--- config.mk ---
export PLATFORM = sky130hd
export DESIGN_NAME = iah_ram
export DESIGN_NICKNAME = d
export VERILOG_FILES = /design/src/iah_ram.sv
export SDC_FILE = /design/constraint.sdc
export NUM_CORES = 2
export LEC_CHECK = 0
export BUFFER_PORTS_ARGS = -buffer_cell sky130_fd_sc_hd__buf_2
export CORE_MARGIN = 8
export CORE_UTILIZATION = 33
export DETAILED_ROUTE_END_ITERATION = 12
export PLACE_DENSITY_LB_ADDON = 0.1
export SLEW_MARGIN = 20
export SYNTH_ARGS = -nofsm -noshare
export SYNTH_HDL_FRONTEND = slang
export SYNTH_SLANG_ARGS = --single-unit
--- constraint.sdc ---
create_clock -name clock -period 4.3 [get_ports clock]
set_input_delay 0.86 -clock clock [delete_from_list [all_inputs] [get_ports clock]]
set_output_delay 0.86 -clock clock [all_outputs]
set_load 0.05 [all_outputs]
--- src/iah_ram.sv ---
// ============================================================================
// Inter-arrival histogram count memory
// Simple dual-port synchronous RAM, one write and one registered read port.
// ============================================================================
`default_nettype none

module iah_ram #(
   parameter int DEPTH = 128,
   parameter int WIDTH = 32
) (
   input  wire logic                     clock,
   input  wire logic                     wr_en,
   input  wire logic [$clog2(DEPTH)-1:0] wr_addr,
   input  wire logic [WIDTH-1:0]         wr_data,
   input  wire logic                     rd_en,
   input  wire logic [$clog2(DEPTH)-1:0] rd_addr,
   output logic      [WIDTH-1:0]         rd_data
);

   logic [WIDTH-1:0] mem [DEPTH];

   always_ff @(posedge clock) begin
      if (wr_en) begin
         mem[wr_addr] <= wr_data;
      end
   end

   always_ff @(posedge clock) begin
      if (rd_en) begin
         rd_data <= mem[rd_addr];
      end
   end

endmodule

`default_nettype wire
# Word level (Yosys, flattened, before mapping)
# Memories as Yosys holds them, arrays and structs flattened. A register that Yosys moved wholly into a read port is not among the register bits.
# Cells that the tools add are included.
# word_totals
regBits	0
ram_bits	4096
in_bits	49
out_inout_bits	32
wordCells	3
n_memories	1
# mem_list
name	depth	width	read_ports	rd_clocked_by_memory_dff	wr	line	source
mem	128	32	1	1	1	20	logic [WIDTH-1:0] mem [DEPTH];
# classes
mux	2
# op_table
cell	n
$mux 1	2

# Logic depth before layout (Yosys ltp)
# logic_depth
ltp_word	2
depth_mapped	8
mapped_depth_nobuf	4

# Worst setup path before layout
# Ideal clock, no wire load.
# synth_path
path_type	input-to-reg
start	in wr_en
end	mem mem[98][0] (enable)
arrival_time_ns	3.638
required_ns	3.839
slack_ns	0.201
stages	3
cell_sequence	clkbuf_1 > nand4_1 > nor3_1
# synth_via
elab_chain_cells	2
# synth_lines
item	line	source
from (decl)	12	input wire logic wr_en,
$mux 1	23	if (wr_en) begin
$mux 1 (implied by the code)	24	mem[wr_addr] <= wr_data;
to (decl)	20	
# Every way passes these cells.

==> flow_metrics.env <==
export IMPL_grt_max_degree=129
export IMPL_worst_pin_slew_ps=1170
export IMPL_cts_tree="done"
export IMPL_cts_setup_buffers=0
export IMPL_synthCells=5990
export IMPL_area_growth_synth_to_final_pct=18.4
export IMPL_leakagePower_uw=0.0564
export IMPL_yosys_top_cells_area="edfxtp_1 (79%), mux4_2 (19%), clkbuf_1 (0.44%), nor2_1 (0.29%), buf_2 (0.25%)"
export IMPL_final_cell_mix="edfxtp_1 (4,128), mux4_2 (1,344), clkbuf_16 (452)"
export IMPL_slew_headroom_pct=22.2
export IMPL_cts_sinks=4128
export IMPL_ctsResizeCount=0
export IMPL_avgSynthCellArea_um2=26.1
export IMPL_synth_mux_area_share_pct=19.6
export IMPL_initial_core_util_pct=33.1
export IMPL_hold_worst_slack_ps=208
export IMPL_dp_slack_ps=-167
export IMPL_core_um2=474000
export IMPL_synth_top_family_by_area="multiplexers"
export IMPL_grt_pass1_wl_mm=671
export IMPL_die_x_um=705
export IMPL_grt_setup_unrepaired="false"
export IMPL_clock_root_buffer="clkbuf_16"
export IMPL_worstSkewPairLatency_ps=1000
export IMPL_overflow=0
export IMPL_cp_end_kind="flip-flop"
export IMPL_layout_commonest_cell="edfxtp_1"
export IMPL_cp_arrival_ps=4160
export IMPL_p_per_area_nw_per_um2=467
export IMPL_clock_skew_final_ps=40.9
export IMPL_drv_cap=0
export IMPL_grt_pass1_vias=74700
export IMPL_wirelength_mm=500
export IMPL_min_period_ps=3410
export IMPL_wl_per_cell_um=37.2
export IMPL_post_route_util_pct=39.1
export IMPL_synth_compound_area_share_pct=0
export IMPL_synth_ff_latch_count=4128
export IMPL_antenna_found_initial=99
export IMPL_grt_use_total_pct=19.7
export IMPL_drt_pass1_iterations=6
export IMPL_clockBufferDepth=4
export IMPL_yosys_area_share_simple_pct=0.445
export IMPL_fp_dieArea_um2=497000
export IMPL_htreeDepth=5
export IMPL_via_per_inst=5.31
export IMPL_syn_nets=6039
export IMPL_critPathMaxStageDelay_ps=700
export IMPL_critical_path_required_ps=5050
export IMPL_max_freq_mhz=293
export IMPL_synth_top_area_share_pct=79.2
export IMPL_maxSlewViolCount=0
export IMPL_place_gp_congestion=0.759
export IMPL_die_h_um=705
export IMPL_io_buffers=80
export IMPL_cp_max_fo=18
export IMPL_final_nets=6725
export IMPL_seqPwrFrac_pct=51.6
export IMPL_pin_count=81
export IMPL_path_class="in2reg"
export IMPL_clkSlewWorstSetupHoldPaths_ps=60
export IMPL_place_inst=12500
export IMPL_ant_nets=0
export IMPL_yosysTopAreaCell="edfxtp_1"
export IMPL_p_comb_share_pct=5.7
export IMPL_outcome="complete, no violations"
export IMPL_drtIter0Drc=7941
export IMPL_min_path_type="in2reg"
export IMPL_yosysSeqAreaShare_pct=79.2
export IMPL_synth_warnings=0
export IMPL_synthAdderAreaFrac_pct=0
export IMPL_irDropWorstVdd_mv=0.401
export IMPL_finalNonFillerCells=13400
export IMPL_p_sw_share_pct=22.1
export IMPL_p_clk_share_pct=42.7
export IMPL_finalSetupViolations=0
export IMPL_cts_hold_buf=0
export IMPL_drc=0
export IMPL_post_route_period_util_pct=79.3
export IMPL_synth_distinct_cells=16
export IMPL_synth_xor_area_share_pct=0
export IMPL_p_switching_uw=19100
export IMPL_cp_slowest_cell="mux4_2"
export IMPL_dp_hpwl_mm=289
export IMPL_dr_total_vias=71400
export IMPL_p_int_uw=67500
export IMPL_setup_ws_ps=892
export IMPL_netlist_area_um2=157000
export IMPL_cp_start_kind="input pin"
export IMPL_numCtsBuffers=447
export IMPL_crit_chain="buf_12, buf_12, buf_12, buf_4, mux4_2, mux4_2, mux4_2, mux2_2"
export IMPL_final_hold_viol_count=0
export IMPL_row_count=253
export IMPL_drive_gt1_share_pct=37.9
synth_stat cells:
| cell type | number |
|---|---|
| buf_1 | 50 |
| buf_2 | 79 |
| buf_4 | 3 |
| buf_6 | 2 |
| clkbuf_1 | 182 |
| edfxtp_1 | 4128 |
| mux2_2 | 32 |
| mux4_2 | 1344 |
| nand2_1 | 14 |
| nand2b_1 | 2 |
| nand3_1 | 12 |
| nand4_1 | 3 |
| nor2_1 | 122 |
| nor2b_1 | 7 |
| nor3_1 | 9 |
| or3_1 | 1 |
path summary, 6_finish.rpt:
kind | end | from | depth (start not counted) | slack, ps
worst min register to register | rd_data[18]$_DFFE_PP_ | mem[126][18]$_DFFE_PP_ | 4 | 1180
worst max register to register | rd_data[28]$_DFFE_PP_ | mem[21][28]$_DFFE_PP_ | 4 | 1410
worst min-delay path | mem[13][22]$_DFFE_PP_ | wr_data[22] | 1 | 210
worst max-delay path | rd_data[3]$_DFFE_PP_ | rd_addr[0] | 8 | 890
sequential cells by signal, indices dropped and copies added, names as in the netlist:
register  flops
mem        4096
rd_data      32
metrics by stage:
| step | cell area [um^2] | total power (uW) | setup TNS (ps) |
|---|---|---|---|
| after floorplan | 157000 | 47600 | 0 |
| after global placement | 171000 | 50600 | -917 |
| after detailed placement | 171000 | 50600 | -938 |
| after CTS | 185000 | 87700 | 0 |
| after global routing | 185000 | 89200 | 0 |
| final | 185000 | 86600 | 0 |
critical path: cells and delay by family:
kind | cells | cell delay, ps
buffers and inverters | 4 | 960
multiplexers | 4 | 2180
metal layers:
layer	part of all wire, %	up-vias	global-route usage [%]
met2	50	2239	32.6
met5	0.040	-	0
met1	40	40400	25.8
li1	-	28100	-
met3	6.6	621	4.10
met4	3.2	32	7.04
cells by family after synthesis:
| kind of cell | Yosys count |
|---|---|
| buffers and inverters | 316 |
| flip-flops | 4128 |
| multiplexers | 1376 |
| AND/OR/NAND/NOR | 170 |
final cells by class:
class                   instances  area, um^2
diodes                        143         358
clock buffers                 557       11700
clock inverters               260        2160
fillers                     41800      288000
multi-input cells            1546       32300
flip-flops and latches       4128      124000
well taps                    6247        7820
repair buffers                553        7050
power groups by stage:
stage                     clock network [uW]  registers (uW)  logic (uW)
after floorplan                            0           45500        2140
after global placement                     0           45500        5030
after detailed placement                   0           45500        5080
after CTS                              37900           44700        5080
after global routing                   39400           44700        5170
final                                  37000           44700        4930
(Power assumes the default switching activity.)
